==> src/hw/rtl/tvbb_pkg.sv <==
// Shared types and constants for the transformed vertex bounding box core.
// Used by every module of the block; depends on nothing else.
`timescale 1ns / 1ps

package tvbb_pkg;

    // Coefficient table layout.
    localparam int NUM_COEF     = 15;
    localparam int COEF_IDX_W   = 4;
    localparam int NUM_AXES     = 3;
    localparam int ROT_BASE     = 0;
    localparam int OFF_A_BASE   = 9;
    localparam int OFF_B_BASE   = 12;

    // Item kinds carried in tuser.
    localparam logic FUNC_COEF   = 1'b0;
    localparam logic FUNC_VERTEX = 1'b1;

    // Control that travels alongside the data of one pipeline stage.
    typedef struct packed {
        logic valid;
        logic last;
    } stage_ctl_t;

endpackage

==> src/hw/rtl/tvbb_sum.sv <==
// Second stage: scales and saturates the products, then forms each saturated axis sum.
// Depends on tvbb_pkg.
`timescale 1ns / 1ps

module tvbb_sum #(
    parameter int COORD_WIDTH = 32,
    parameter int FRAC_BITS   = 16
) (
    input  logic                            aclk,
    input  logic                            aresetn,
    input  logic                            advance,
    input  tvbb_pkg::stage_ctl_t            in_ctl,
    input  logic signed [2*COORD_WIDTH-1:0] prod [0:3*tvbb_pkg::NUM_AXES-1],
    input  logic signed [COORD_WIDTH:0]     offset [0:tvbb_pkg::NUM_AXES-1],
    output tvbb_pkg::stage_ctl_t            out_ctl,
    output logic signed [COORD_WIDTH-1:0]   coord [0:tvbb_pkg::NUM_AXES-1]
);

    localparam int W     = COORD_WIDTH;
    localparam int PW    = 2 * COORD_WIDTH;
    localparam int SUM_W = COORD_WIDTH + 3;
    localparam logic signed [W-1:0] MAXV = {1'b0, {(W-1){1'b1}}};
    localparam logic signed [W-1:0] MINV = {1'b1, {(W-1){1'b0}}};

    logic signed [W-1:0]   coord_reg [0:tvbb_pkg::NUM_AXES-1];
    logic signed [W-1:0]   coord_next [0:tvbb_pkg::NUM_AXES-1];
    logic signed [W-1:0]   term [0:3*tvbb_pkg::NUM_AXES-1];
    tvbb_pkg::stage_ctl_t  ctl_reg;

    // Product scaling: arithmetic shift drops the fraction (floor), then clamp.
    always_comb begin
        logic signed [PW-1:0] q;
        for (int k = 0; k < 3*tvbb_pkg::NUM_AXES; k++) begin
            q = prod[k] >>> FRAC_BITS;
            if ((&q[PW-1:W-1]) || !(|q[PW-1:W-1])) begin
                term[k] = q[W-1:0];
            end else begin
                term[k] = q[PW-1] ? MINV : MAXV;
            end
        end
    end

    always_comb begin
        logic signed [SUM_W-1:0] s;
        for (int a = 0; a < tvbb_pkg::NUM_AXES; a++) begin
            s = SUM_W'(term[3*a]) + SUM_W'(term[3*a + 1]) + SUM_W'(term[3*a + 2])
              + SUM_W'(offset[a]);
            if ((&s[SUM_W-1:W-1]) || !(|s[SUM_W-1:W-1])) begin
                coord_next[a] = s[W-1:0];
            end else begin
                coord_next[a] = s[SUM_W-1] ? MINV : MAXV;
            end
        end
    end

    always_ff @(posedge aclk) begin
        if (!aresetn) begin
            ctl_reg <= '0;
        end else if (advance) begin
            ctl_reg <= in_ctl;
        end
    end

    always_ff @(posedge aclk) begin
        if (advance && in_ctl.valid) begin
            coord_reg <= coord_next;
        end
    end

    assign out_ctl = ctl_reg;
    assign coord   = coord_reg;

endmodule

==> config.mk <==
export PLATFORM = sky130hd
export DESIGN_NAME = tvbb_sum
export DESIGN_NICKNAME = d
export VERILOG_FILES = /design/src/hw/rtl/tvbb_pkg.sv /design/src/hw/rtl/tvbb_sum.sv
export SDC_FILE = /design/constraint.sdc
export NUM_CORES = 1
export LEC_CHECK = 0
export BUFFER_PORTS_ARGS = -buffer_cell sky130_fd_sc_hd__buf_2
export CAP_MARGIN = 15
export CORE_AREA = 3 3 303 305
export CTS_CLUSTER_DIAMETER = 30
export DETAILED_ROUTE_END_ITERATION = 7
export DIE_AREA = 0 0 306 308
export GPL_TIMING_DRIVEN = 0
export PLACE_DENSITY = 0.37
export SLEW_MARGIN = 15
export SYNTH_ARGS = -nofsm -noshare
export SYNTH_HDL_FRONTEND = slang
export SYNTH_SLANG_ARGS = --single-unit
==> constraint.sdc <==
create_clock -name aclk -period 7.1 [get_ports aclk]
set_input_delay 0.71 -clock aclk [delete_from_list [all_inputs] [get_ports aclk]]
set_output_delay 0.71 -clock aclk [all_outputs]
set_load 0.05 [all_outputs]
==> impl_metrics.yaml <==
synth:
  async_flop_share_pct: 0
  syn-cell-area_um2: 16970
  ys_seq_area_share_pct: 17.22
  synth-seq-cells: 98
  syn_inst: 1987
  synth_cell_types: 72
  synth-edff-count: 96
  syn_nets: 2970
  yosysWarnings: 0
  synth.avg_cell_area_um2: 8.540
  synth_ff_type: "edfxtp_1"
drt:
  vias: 16950
  drc: 0
  wl_per_cell_um: 18.54
  dr.first_iter.drc_count: 708
  drtAntennaViolNets: 0
  viasPerCell: 4.439
  drt-pass1-iter-count: 5
  wirelength_mm: 70.77
layout:
  final_common_cell: "buf_2"
  final_cell_mix: "buf_2 (644), inv_1 (420), fa_1 (201), a21oi_1 (193), o21ai_0 (138)"
  fin_nets: 3616
  fin_cells: 3818
  largest_reg_flops: 96
  drive_gt1_share_pct: 26.38
  num-fill-cells: 10040
  area_growth_syn_to_layout_pct: 29.80
critical_path:
  end_kind: "register"
  crit_chain: "buf_2 -> nor4_1 -> a41oi_1 -> clkbuf_1 -> o21a_1 -> fa_1 -> inv_1 -> fa_1 -> inv_1 -> ha_1 -> fa_1 -> a211oi_1 -> nor2_1 -> o41ai_2 -> o21ai_1 -> a21oi_1 -> o41ai_1 -> xor2_1 -> a31oi_2 -> buf_2 -> o21ai_0"
  slowest_stage: "a31oi_2"
  reg2reg_slack_ns: 6.40
  critPathMostFrequentCell: "fa_1"
  required_ns: 7.20
  cp.arrival_ns: 6.85
  cp_max_fo: 11
  start_kind: "input pin"
  critical_path_class: "in2reg"
  cpPeakStageDelay_ns: 0.56
sta:
  setup_viol: 0
  final.setup.tns_ns: 0
  min_period_ns: 6.756
  period_share_pct: 95.15
  rsz0062_at_grt: "false"
  worst_pin_slew_ns: 1.047
  slew_viol_final: 0
  finClkSkew_ns: 0
  maxSlewHeadroom_pct: 29.28
  max_clock_freq_mhz: 148.0
  fin_ws_ns: 0.3441
  hold_viol: 0
power:
  ir_drop_mv: 0.1135
  pwr-share-comb_pct: 77.0
  swShare_pct: 56.59
  power_switching_uw: 4254
  power.share.clock_pct: 6.6
  power_density_nw_per_um2: 341.3
  cellLeakagePower_uw: 0.01079
  p_seq_share_pct: 16.4
  finalPower_uw: 7518
  p_int_uw: 3263
cts:
  clk_latency_ns: 0.39
  cts_resized: 5
  numCtsBuffers: 9
  postCtsSetupRepairBufs: 0
  ctsHoldBuffers: 0
  cts_sinks: 98
  clk_pin_slew_ns: 0.08
  cts_max_level: 3
  cts-root-buf: "clkbuf_16"
  cts_tree: "yes"
  clk_path_buf_depth: 2
placed_design:
  globalplace.congestion: 0.9115
  dpl_worst_slack_ns: -0.7712
  dp_cells: 3798
  port_buffers: 633
  hpwlAfterDp_mm: 63.85
global_route:
  grt_max_degree: 54
  busiest_layer: "met2"
  grt_pass1_vias: 18010
  grtUsageTotal_pct: 14.63
  grt_pass1_wl_mm: 106.4
  grtUsageMet2_pct: 25.96
  globalRouteOverflowTotal: 0
  met1_usage_pct: 18.27
  use_met3_pct: 2.987
  antenna_found_initial: 6
run_status:
  outcome: "completed"
floorplan:
  fp-row-count: 110
  core_um2: 89600
  die_x_um: 306
  dieHeight_um: 308
  top_level_ports: 778
  start_util_pct: 18.94
  dieArea_um2: 94250
worst_hold_path:
  hp-class: "in2reg"
flow_run:
  cap_violations: 0
logic make-up after synthesis:
group	synth area share, %
simple gates	8.988
compound gates	26.07
xor+xnor	4.749
fa+ha+maj	31.23
mux	0.1843
buf+inv	11.55
flops	17.22
power groups by stage:
| stage | clock, µW | sequential [µW] | combinational (µW) |
|---|---|---|---|
| 6_report | 493 | 1230 | 5790 |
| 5_1_grt | 546 | 1260 | 6430 |
| 4_1_cts | 526 | 1240 | 5860 |
| 3_5_place_dp | 0 | 1250 | 5810 |
| 3_3_place_gp | 0 | 1260 | 5810 |
| 2_1_floorplan | 0 | 2050 | 3150 |
synthesized netlist by cell type, drive strengths merged, types with 6 or more instances:
cell type | instances | share of area [%]
a21o | 122 | 5.4
xor2 | 44 | 2.3
a211oi | 15 | 0.69
fa | 201 | 24
and2 | 8 | 0.29
o21ai | 145 | 4.3
inv | 420 | 9.3
nor3 | 11 | 0.32
a41oi | 11 | 0.57
nor4 | 39 | 1.4
o31ai | 11 | 0.63
nand3 | 16 | 0.47
a21boi | 6 | 0.27
and3 | 12 | 0.44
o21a | 112 | 5.0
clkbuf | 75 | 1.7
nand4 | 46 | 1.7
nand2 | 76 | 1.7
a31oi | 11 | 0.41
o41ai | 11 | 0.57
nor2b | 10 | 0.41
buf | 15 | 0.59
o21bai | 14 | 0.62
a21oi | 193 | 5.7
ha | 102 | 7.5
edfxtp | 96 | 17
xnor2 | 48 | 2.5
nor2 | 52 | 1.2
stage by stage:
stage | cell area [µm²] | utilization, % | hold WS, ns
global placement | 21610 | 24.12 | 0.5007
global route | 22020 | 24.58 | 0.5078
finish | 22020 | 24.58 | 0.5388
detailed placement | 21660 | 24.18 | 0.5369
CTS | 21960 | 24.51 | 0.5030
floorplan | 16970 | - | 0.7429
final timing paths:
kind,from,endpoint,cells after the start
min,aresetn,out_ctl[1],2
min reg2reg,out_ctl[0],out_ctl[0],2
max,prod[254],coord[59],21
max reg2reg,out_ctl[1],out_ctl[1],2
per-layer routing:
layer,wire length (µm),up-vias
met2,35320,533
met5,12,-
li1,-,8093
met3,3859,63
met1,30290,8259
met4,1289,2
critical path, delay by kind of cell:
| kind | cells | cell delay (ns) |
|---|---|---|
| AO/OA/AOI/OAI | 9 | 2.84 |
| AND/OR/NAND/NOR | 2 | 0.41 |
| XOR/XNOR | 1 | 0.20 |
| adder cells (fa/ha/maj) | 4 | 1.67 |
| buffers and inverters | 5 | 0.98 |
cell type report:
class | instances | area, µm² | area share (%)
repair buffers | 635 | 3203 | 14.54
well taps | 1176 | 1471 | 6.681
inverters | 420 | 1577 | 7.158
flip-flops and latches | 98 | 2923 | 13.27
multi-input cells | 1379 | 12180 | 55.31
diodes | 4 | 10.01 | 0.04545
clock buffers | 10 | 229.0 | 1.040
plain buffers | 90 | 387.9 | 1.761
clock inverters | 6 | 41.29 | 0.1875
No activity file was read; power rests on OpenSTA's default activity.
