$ cat src/hw/rtl/tvbb_pkg.sv
// Shared types and constants for the transformed vertex bounding box core.
// Used by every module of the block; depends on nothing else.
`timescale 1ns / 1ps

package tvbb_pkg;

    // Coefficient table layout.
    localparam int NUM_COEF     = 15;
    localparam int COEF_IDX_W   = 4;
    localparam int NUM_AXES     = 3;
    localparam int ROT_BASE     = 0;
    localparam int OFF_A_BASE   = 9;
    localparam int OFF_B_BASE   = 12;

    // Item kinds carried in tuser.
    localparam logic FUNC_COEF   = 1'b0;
    localparam logic FUNC_VERTEX = 1'b1;

    // Control that travels alongside the data of one pipeline stage.
    typedef struct packed {
        logic valid;
        logic last;
    } stage_ctl_t;

endpackage

$ cat src/hw/rtl/tvbb_bound.sv
// Third stage: running per-axis extremes and the registered box result.
// Depends on tvbb_pkg.
`timescale 1ns / 1ps

module tvbb_bound #(
    parameter int COORD_WIDTH = 32
) (
    input  logic                          aclk,
    input  logic                          aresetn,
    input  tvbb_pkg::stage_ctl_t          in_ctl,
    input  logic signed [COORD_WIDTH-1:0] coord [0:tvbb_pkg::NUM_AXES-1],
    output logic                          in_ready,
    output logic                          out_valid,
    input  logic                          out_ready,
    output logic [9*COORD_WIDTH-1:0]      out_data
);

    localparam int W = COORD_WIDTH;
    localparam logic signed [W-1:0] MAXV = {1'b0, {(W-1){1'b1}}};
    localparam logic signed [W-1:0] MINV = {1'b1, {(W-1){1'b0}}};

    logic signed [W-1:0] min_reg [0:tvbb_pkg::NUM_AXES-1];
    logic signed [W-1:0] max_reg [0:tvbb_pkg::NUM_AXES-1];
    logic signed [W-1:0] min_new [0:tvbb_pkg::NUM_AXES-1];
    logic signed [W-1:0] max_new [0:tvbb_pkg::NUM_AXES-1];
    logic signed [W-1:0] ctr_new [0:tvbb_pkg::NUM_AXES-1];
    logic [9*W-1:0]      data_reg;
    logic [9*W-1:0]      data_next;
    logic                valid_reg;
    logic                fire;

    // Only a closing vertex needs room in the result register.
    assign in_ready = !in_ctl.last || !valid_reg || out_ready;
    assign fire     = in_ctl.valid && in_ready;

    always_comb begin
        logic signed [W:0] mid;
        for (int a = 0; a < tvbb_pkg::NUM_AXES; a++) begin
            min_new[a] = (coord[a] < min_reg[a]) ? coord[a] : min_reg[a];
            max_new[a] = (coord[a] > max_reg[a]) ? coord[a] : max_reg[a];
            mid        = (W+1)'(max_new[a]) + (W+1)'(min_new[a]);
            ctr_new[a] = mid[W:1];
            data_next[a*W +: W]       = min_new[a];
            data_next[(3 + a)*W +: W] = max_new[a];
            data_next[(6 + a)*W +: W] = ctr_new[a];
        end
    end

    always_ff @(posedge aclk) begin
        if (!aresetn) begin
            for (int a = 0; a < tvbb_pkg::NUM_AXES; a++) begin
                min_reg[a] <= MAXV;
                max_reg[a] <= MINV;
            end
            valid_reg <= 1'b0;
        end else begin
            if (fire) begin
                for (int a = 0; a < tvbb_pkg::NUM_AXES; a++) begin
                    min_reg[a] <= in_ctl.last ? MAXV : min_new[a];
                    max_reg[a] <= in_ctl.last ? MINV : max_new[a];
                end
            end
            if (fire && in_ctl.last) begin
                valid_reg <= 1'b1;
            end else if (out_ready) begin
                valid_reg <= 1'b0;
            end
        end
    end

    always_ff @(posedge aclk) begin
        if (fire && in_ctl.last) begin
            data_reg <= data_next;
        end
    end

    assign out_valid = valid_reg;
    assign out_data  = data_reg;

endmodule

$ cat config.mk
export PLATFORM = sky130hd
export DESIGN_NAME = tvbb_bound
export DESIGN_NICKNAME = d
export VERILOG_FILES = /design/src/hw/rtl/tvbb_pkg.sv /design/src/hw/rtl/tvbb_bound.sv
export SDC_FILE = /design/constraint.sdc
export NUM_CORES = 1
export LEC_CHECK = 0
export ABC_AREA = 0
export BUFFER_PORTS_ARGS = -buffer_cell sky130_fd_sc_hd__buf_4
export CAP_MARGIN = 5
export CELL_PAD_IN_SITES_DETAIL_PLACEMENT = 1
export CELL_PAD_IN_SITES_GLOBAL_PLACEMENT = 2
export CORE_MARGIN = 4
export CORE_UTILIZATION = 30
export CTS_BUF_LIST = sky130_fd_sc_hd__clkbuf_8 sky130_fd_sc_hd__clkbuf_16
export CTS_CLUSTER_DIAMETER = 30
export DETAILED_ROUTE_END_ITERATION = 10
export MAX_ROUTING_LAYER = met4
export PLACE_DENSITY = 0.66
export SYNTH_ARGS = -nofsm -noshare
export SYNTH_HDL_FRONTEND = slang
export SYNTH_SLANG_ARGS = --single-unit
export TNS_END_PERCENT = 30
$ cat constraint.sdc
create_clock -name aclk -period 8.05 [get_ports aclk]
set_input_delay 0.805 -clock aclk [delete_from_list [all_inputs] [get_ports aclk]]
set_output_delay 0.805 -clock aclk [all_outputs]
set_load 0.03 [all_outputs]
==> key figures, run 1 <==
Clock tree
  • Total CTS buffers: 138
  • Worst-Skew Late Latency: 0.71 ns
  • TritonCTS clock tree: built
  • H-tree depth: 4
  • Clk slew on worst S/H paths: 0.05 ns
  • Post-CTS sizing: 0
  • Cts-stage hold buffer count: 0
  • Sink Count: 481
  • Max clock buf depth: 3
  • Root Buffer: clkbuf_16
  • Setup Fix Bufs, Post-CTS: 0

Critical path
  • Setup CP Type: register to register
  • Crit path launch type: register
  • R2r startpoint: min_reg[0][2]$_SDFFCE_PP1P_
  • Worst EP required: 8.55 ns
  • Worst Path Arrival: 7.58 ns
  • Flop-to-flop setup slack: 0.96 ns
  • CP endpoint kind: register
  • Worst R2R Path Depth: 22
  • Max FO, Critical Path: 31
  • R2r endpoint: out_data[219]$_DFFE_PP_

Placement
  • DP HPWL: 68700 microns
  • # placed instances: 3876
  • Port buffer count: 390
  • Placer Congestion: 0.906
  • Placed Area: 32100 sq um

Route
  • DR WL met2: 44400 microns
  • ANT nets after route: 0
  • Routed wire length: 91400 microns
  • DR WL/cell: 22.1 microns
  • Routed vias: 20300
  • Top layer in use: met4
  • Metal1 wirelength: 38900 microns
  • Initial DRC Count: 1004
  • Vias/cell: 4.91
  • DRT Pass-1 Iters: 5
  • Post-route DRC: 0
  • Met3 wire len: 5560 microns

Floorplanning
  • Core ar.: 91500 sq um
  • Die width: 311 microns
  • Starting Density: 0.302
  • IO Pins: 391
  • Full die area: 97000 sq um
  • Row count: 111
  • DIE HEIGHT: 311 microns

Synthesis
  • Flops & latches, synth: 481
  • Number of synthesized flops with an enable pin: 480
  • Sequential element share of the synthesized area: 0.523
  • Synthesized netlist cell count: 2328
  • Yosys top cell area share: 0.522
  • Syn avg cell area: 11.9 sq um
  • Syn Nets: 2714
  • Synth area leaders: edfxtp_1 52%, ha_1 13%, mux2_2 6.2%
  • Mapped Area: 27600 sq um
  • Async S/R FF share, synth: 0
  • Most used flip-flop cell after synthesis: edfxtp_1
  • Synth area leader: edfxtp_1
  • Yosys warning total: 0
  • Post-synthesis cell type count: 71

Finish
  • Max FFs per register: 288
  • Area Overhead vs Synth: 33.3%
  • Share of layout cells above drive strength 1: 0.281
  • Finished Cell Area: 36800 sq um
  • Layout Utilization: 0.402
  • NumNets Final: 3216
  • Commonest non-fill, non-tap cell in the layout: edfxtp_1
  • Most frequent cells in the layout: 480 x edfxtp_1, 415 x buf_4, 282 x ha_1, 241 x inv_1, 152 x mux2_2
  • Post-Layout Cell Count: 4132

STA
  • Period utilization: 0.880
  • Final Setup Violations: 0
  • Rel. slew slack: 0.267
  • Setup_tns: 0 ns
  • Setup Skew: 0.0283 ns
  • Pins Over Slew Limit: 0
  • Highest Clock Rate: 141 MHz
  • Worst-Margin Slew: 1.10 ns
  • Fin crit period: 7.09 ns
  • Fin. Hold Viols: 0
  • RSZ-0062 raised after global routing: false

Power
  • Power density over the cells: 305 nW/um^2
  • VDD IR max: 193 uV
  • Pleak: 15.6 nW
  • Internal Power: 7.88 mW
  • Switching pwr: 3.33 mW
  • Gate power share: 0.224
  • Clk pwr share: 0.495
  • Sw Ratio: 0.297
  • Flop pwr share: 0.282

GRT
  • Vias in the first global route: 22300
  • Tot GR Track Use: 0.191
  • Total gr overflow: 0
  • Global-route wire length before repair: 138000 microns
  • Pin count of the biggest net entering global routing: 84
  • Initial antenna violation count: 6

Run status
  • Outcome: completed

Hold path
  • Min-delay src: aresetn
  • Hold Path End: out_valid$_SDFFE_PN0P_
  • Worst Hold Depth: 2
  • HP Class: input port to register

Run
  • # Max-Cap Violations: 0
[logic make-up after synthesis]
logic type | after synthesis | synth area share
simple gates | 571 | 0.110
flops | 481 | 0.523
compound gates | 471 | 0.110
fa+ha+maj | 285 | 0.130
buf+inv | 283 | 0.0385
mux | 159 | 0.0646
xor+xnor | 78 | 0.0247
[how the worst max path moves through the flow]
stage                                     start                          end  cells past startpoint
CTS                 min_reg[0][2]$_SDFFCE_PP1P_      out_data[219]$_DFFE_PP_                     22
finish              min_reg[0][2]$_SDFFCE_PP1P_      out_data[219]$_DFFE_PP_                     22
global route        min_reg[0][2]$_SDFFCE_PP1P_      out_data[219]$_DFFE_PP_                     22
floorplan                             out_ready  max_reg[0][0]$_SDFFCE_PP0P_                      4
global placement                      coord[66]      out_data[219]$_DFFE_PP_                     22
detailed placement                    coord[66]      out_data[219]$_DFFE_PP_                     22
[critical path, stage by stage (launching register included)]
cell and delay (ns):
edfxtp_1 0.33, inv_1 0.05, ha_1 0.28, nand2_1 0.05
o21ai_0 0.31, a41oi_1 0.22, o21ai_0 0.46, a221o_1 0.29
and2_2 0.84, mux2i_1 0.31, fa_1 0.53, nor2b_1 0.13
o21ai_0 0.11, a21boi_0 0.28, o21ai_0 0.15, a21oi_1 0.32
o2111ai_1 0.27, a211oi_1 0.59, a31oi_1 0.22, a21oi_1 0.46
a21oi_1 0.17, nand2b_1 0.17, a221oi_1 0.30
[synthesized netlist by cell type (5+ instances only)]
library cell	n
and3_1	10
nor2b_1	23
a21boi_0	8
and2_1	96
nand2_1	132
o21bai_1	16
nand4_1	41
o21a_1	9
nand3_1	27
mux2i_1	6
mux2_2	152
or2_2	6
a31o_2	5
a211oi_1	21
a31oi_1	9
buf_1	6
o211ai_1	10
nand2b_1	111
a41oi_1	5
and4_1	7
o31ai_1	8
ha_1	282
xor2_1	33
xnor2_1	45
inv_1	230
o21ai_0	113
nor4_1	8
nor2_1	77
nor3b_1	5
edfxtp_1	480
a21oi_1	136
a21o_1	85
clkbuf_1	46
nor3_1	19
[metrics by stage]
step | worst slack (ns) | hold WS (ns) | total power, mW
after global routing | 0.370 | 0.326 | 11.7
after floorplan | 2.11 | 0.579 | 4.82
after detailed placement | 0.396 | 0.604 | 5.72
after CTS | 0.859 | 0.304 | 11.4
after global placement | 0.555 | 0.595 | 5.68
final | 0.965 | 0.365 | 11.2
[per-layer routing]
| metal | vias up | global-route usage |
|---|---|---|
| met1 | 10000 | 0.227 |
| met5 | - | - |
| met2 | 501 | 0.313 |
| met3 | 159 | 0.0549 |
| li1 | 9630 | - |
| met4 | 0 | 0.0654 |
[power by group through the flow]
stage	clock network (mW)	registers, mW	logic, mW
floorplan	0	3.48	1.34
finish	5.55	3.16	2.51
global placement	0	3.20	2.48
detailed placement	0	3.20	2.52
global route	5.83	3.17	2.74
CTS	5.67	3.16	2.54
[layout make-up]
type | count | area, sq um
Tap cell | 1186 | 1480
Inverter | 230 | 863
Timing Repair Buffer | 415 | 3120
Antenna cell | 5 | 12.5
Multi-Input combinational cell | 1564 | 12200
Clock buffer | 139 | 3480
Clock inverter | 112 | 1260
Fill cell | 9795 | 54700
Sequential cell | 481 | 14400
Power figures use the tool's default switching activity.
==> run 2, diff against run 1 <==
Settings changed: PLACE_DENSITY 0.66 to 0.64.
Clock period 8.05 ns to 6.6 ns, I/O delays scaled along.
==> key figures, run 2 (synthesis gave the netlist of run 1 again) <==
Run status
  • Outcome: completed (unchanged)

GRT
  • Global-route wire length before repair: 137000 microns (was 138000 microns)
  • Tot GR Track Use: 0.190 (was 0.191)
  • Pin count of the biggest net entering global routing: 120 (was 84)
  • Vias in the first global route: 22300 (about the same)
  • Initial antenna violation count: 7 (was 6)
  • Total gr overflow: 0 (unchanged)

Critical path
  • CP endpoint kind: register (unchanged)
  • Worst R2R Path Depth: 27 (was 22)
  • Critical-path cell with the highest stage delay: a2111oi_2 (was and2_2)
  • WP buf/inv: 4 (was 1)
  • Setup CP Type: register to register (unchanged)
  • R2r startpoint: min_reg[0][53]$_SDFFCE_PP1P_ (was min_reg[0][2]$_SDFFCE_PP1P_)
  • Crit path launch type: register (unchanged)
  • Worst EP required: 7.04 ns (was 8.55 ns)
  • CP peak stage delay: 0.54 ns (was 0.84 ns)
  • Worst Path Arrival: 6.57 ns (was 7.58 ns)
  • Flop-to-flop setup slack: 0.46 ns (was 0.96 ns)
  • R2r endpoint: out_data[255]$_DFFE_PP_ (was out_data[219]$_DFFE_PP_)
  • Critical path origin: min_reg[0][53]$_SDFFCE_PP1P_ (was min_reg[0][2]$_SDFFCE_PP1P_)
  • CP top delay family: compound AO/OA/AOI/OAI gates (unchanged)
  • Max FO, Critical Path: 6 (was 31)
  • Top cell by count, worst path: nor2_1 (was o21ai_0)

STA
  • Fin crit period: 6.14 ns (was 7.09 ns)
  • Pins Over Slew Limit: 0 (unchanged)
  • Rel. slew slack: 0.391 (was 0.267)
  • Fin. Hold Viols: 0 (unchanged)
  • Period utilization: 0.930 (was 0.880)
  • RSZ-0062 raised after global routing: false (unchanged)
  • Worst-Margin Slew: 0.913 ns (was 1.10 ns)
  • Setup Skew: 0.0213 ns (was 0.0283 ns)
  • Highest Clock Rate: 163 MHz (was 141 MHz)
  • Hold_ws: 0.197 ns (was 0.365 ns)
  • Final Setup Violations: 0 (unchanged)

Finish
  • Most frequent cells in the layout: 491 x buf_4, 480 x edfxtp_1, 282 x ha_1, 248 x inv_1, 152 x mux2_2 (was 480 x edfxtp_1, 415 x buf_4, 282 x ha_1, 241 x inv_1, 152 x mux2_2)
  • Share of layout cells above drive strength 1: 0.296 (was 0.281)
  • Finished Cell Area: 37600 sq um (was 36800 sq um)
  • Max FFs per register: 288 (unchanged)
  • Filler instances: 9815 (was 9795)
  • NumNets Final: 3300 (was 3216)
  • Commonest non-fill, non-tap cell in the layout: buf_4 (was edfxtp_1)
  • Area Overhead vs Synth: 36.1% (was 33.3%)
  • Post-Layout Cell Count: 4224 (was 4132)

Floorplanning
  • Full die area: 97000 sq um (unchanged)
  • DIE HEIGHT: 311 microns (unchanged)
  • Core ar.: 91500 sq um (unchanged)
  • Row count: 111 (unchanged)
  • Die width: 311 microns (unchanged)
  • IO Pins: 391 (unchanged)
  • Starting Density: 0.302 (unchanged)

Clock tree
  • Worst-Skew Late Latency: 0.72 ns (was 0.71 ns)
  • Root Buffer: clkbuf_16 (unchanged)
  • Max clock buf depth: 3 (unchanged)
  • TritonCTS clock tree: built (unchanged)
  • Setup Fix Bufs, Post-CTS: 0 (unchanged)
  • H-tree depth: 4 (unchanged)
  • Total CTS buffers: 143 (was 138)
  • Sink Count: 481 (unchanged)
  • Clk slew on worst S/H paths: 0.05 ns (about the same)

Route
  • Routed vias: 20600 (was 20300)
  • Initial DRC Count: 994 (was 1004)
  • ANT nets after route: 0 (unchanged)
  • DRT Pass-1 Iters: 5 (unchanged)
  • DR WL/cell: 21.6 microns (was 22.1 microns)
  • Post-route DRC: 0 (unchanged)
  • Routed wire length: 91100 microns (was 91400 microns)
  • Vias/cell: 4.87 (was 4.91)

Run
  • # Max-Cap Violations: 0 (unchanged)

Placement
  • Placed Area: 32700 sq um (was 32100 sq um)
  • Placer Congestion: 0.893 (was 0.906)
  • DP HPWL: 69400 microns (was 68700 microns)
  • Port buffer count: 390 (unchanged)
  • # placed instances: 3955 (was 3876)

Power
  • Pleak: 16.1 nW (was 15.6 nW)
  • VDD IR max: 228 uV (was 193 uV)
  • Power density over the cells: 369 nW/um^2 (was 305 nW/um^2)

Hold path
  • Worst Hold Depth: 2 (unchanged)
  • Hold Path End: out_valid$_SDFFE_PN0P_ (unchanged)
  • Min-delay src: aresetn (unchanged)
  • HP Class: input port to register (unchanged)
[run 2: cell count changes in the layout (fill, tap and decap cells not counted), sizes merged]
cell      previous run  this run
clkinv              46        60
clkbuf             139       146
clkinvlp            17        13
diode                5         6
buf                415       494
bufinv              23        21
inv                256       253
[run 2: cell type report]
cell class | count | area (sq um) | area share
clock inverter | 117 | 1200 | 0.0321
timing repair buffer | 494 | 3740 | 0.0994
clock buffer | 146 | 3650 | 0.0972
antenna | 6 | 15.0 | 0.000400
multi-input combinational | 1564 | 12200 | 0.324
inverter | 230 | 863 | 0.0230
sequential | 481 | 14400 | 0.384
tap | 1186 | 1480 | 0.0395
[run 2: worst max-delay path by stage]
stage                                       end  slack, ns  cells after the start
floorplan           max_reg[0][0]$_SDFFCE_PP0P_       0.80                      4
global placement        out_data[221]$_DFFE_PP_      -0.13                     21
detailed placement      out_data[219]$_DFFE_PP_      -0.28                     20
CTS                     out_data[219]$_DFFE_PP_       0.12                     20
global route            out_data[287]$_DFFE_PP_       0.02                     25
finish                  out_data[255]$_DFFE_PP_       0.46                     27
[run 2: metal layers]
| metal | vias up | GRT usage | wire length (microns) |
|---|---|---|---|
| li1 | 9794 | - | - |
| met1 | 10100 | 0.232 | 39700 |
| met2 | 507 | 0.309 | 44000 |
| met3 | 141 | 0.0491 | 5480 |
| met4 | 0 | 0.0587 | 1990 |
| met5 | - | - | 0 |
[run 2: power by group]
part	internal [mW]	total (mW)	switching [mW]
Sequential	3.76	3.86	0.0981
Clock	4.79	6.84	2.05
Combinational	1.24	3.17	1.93
Total	9.79	13.9	4.07
[run 2: metrics by stage]
step,setup slack (ns),power (mW),util,TNS [ns]
6_report,0.464,13.9,0.411,0
5_1_grt,0.0245,14.5,0.411,0
4_1_cts,0.124,14.1,0.410,0
3_5_place_dp,-0.281,7.10,0.357,-1.00
3_3_place_gp,-0.131,7.06,0.357,-0.467
2_1_floorplan,0.805,5.87,-,0
[run 2: repair_timing]
action | in CTS | in global routing
setup endpoints to repair | 0 | 7
hold buffers | 0 | 0
gates resized for setup | 0 | 7
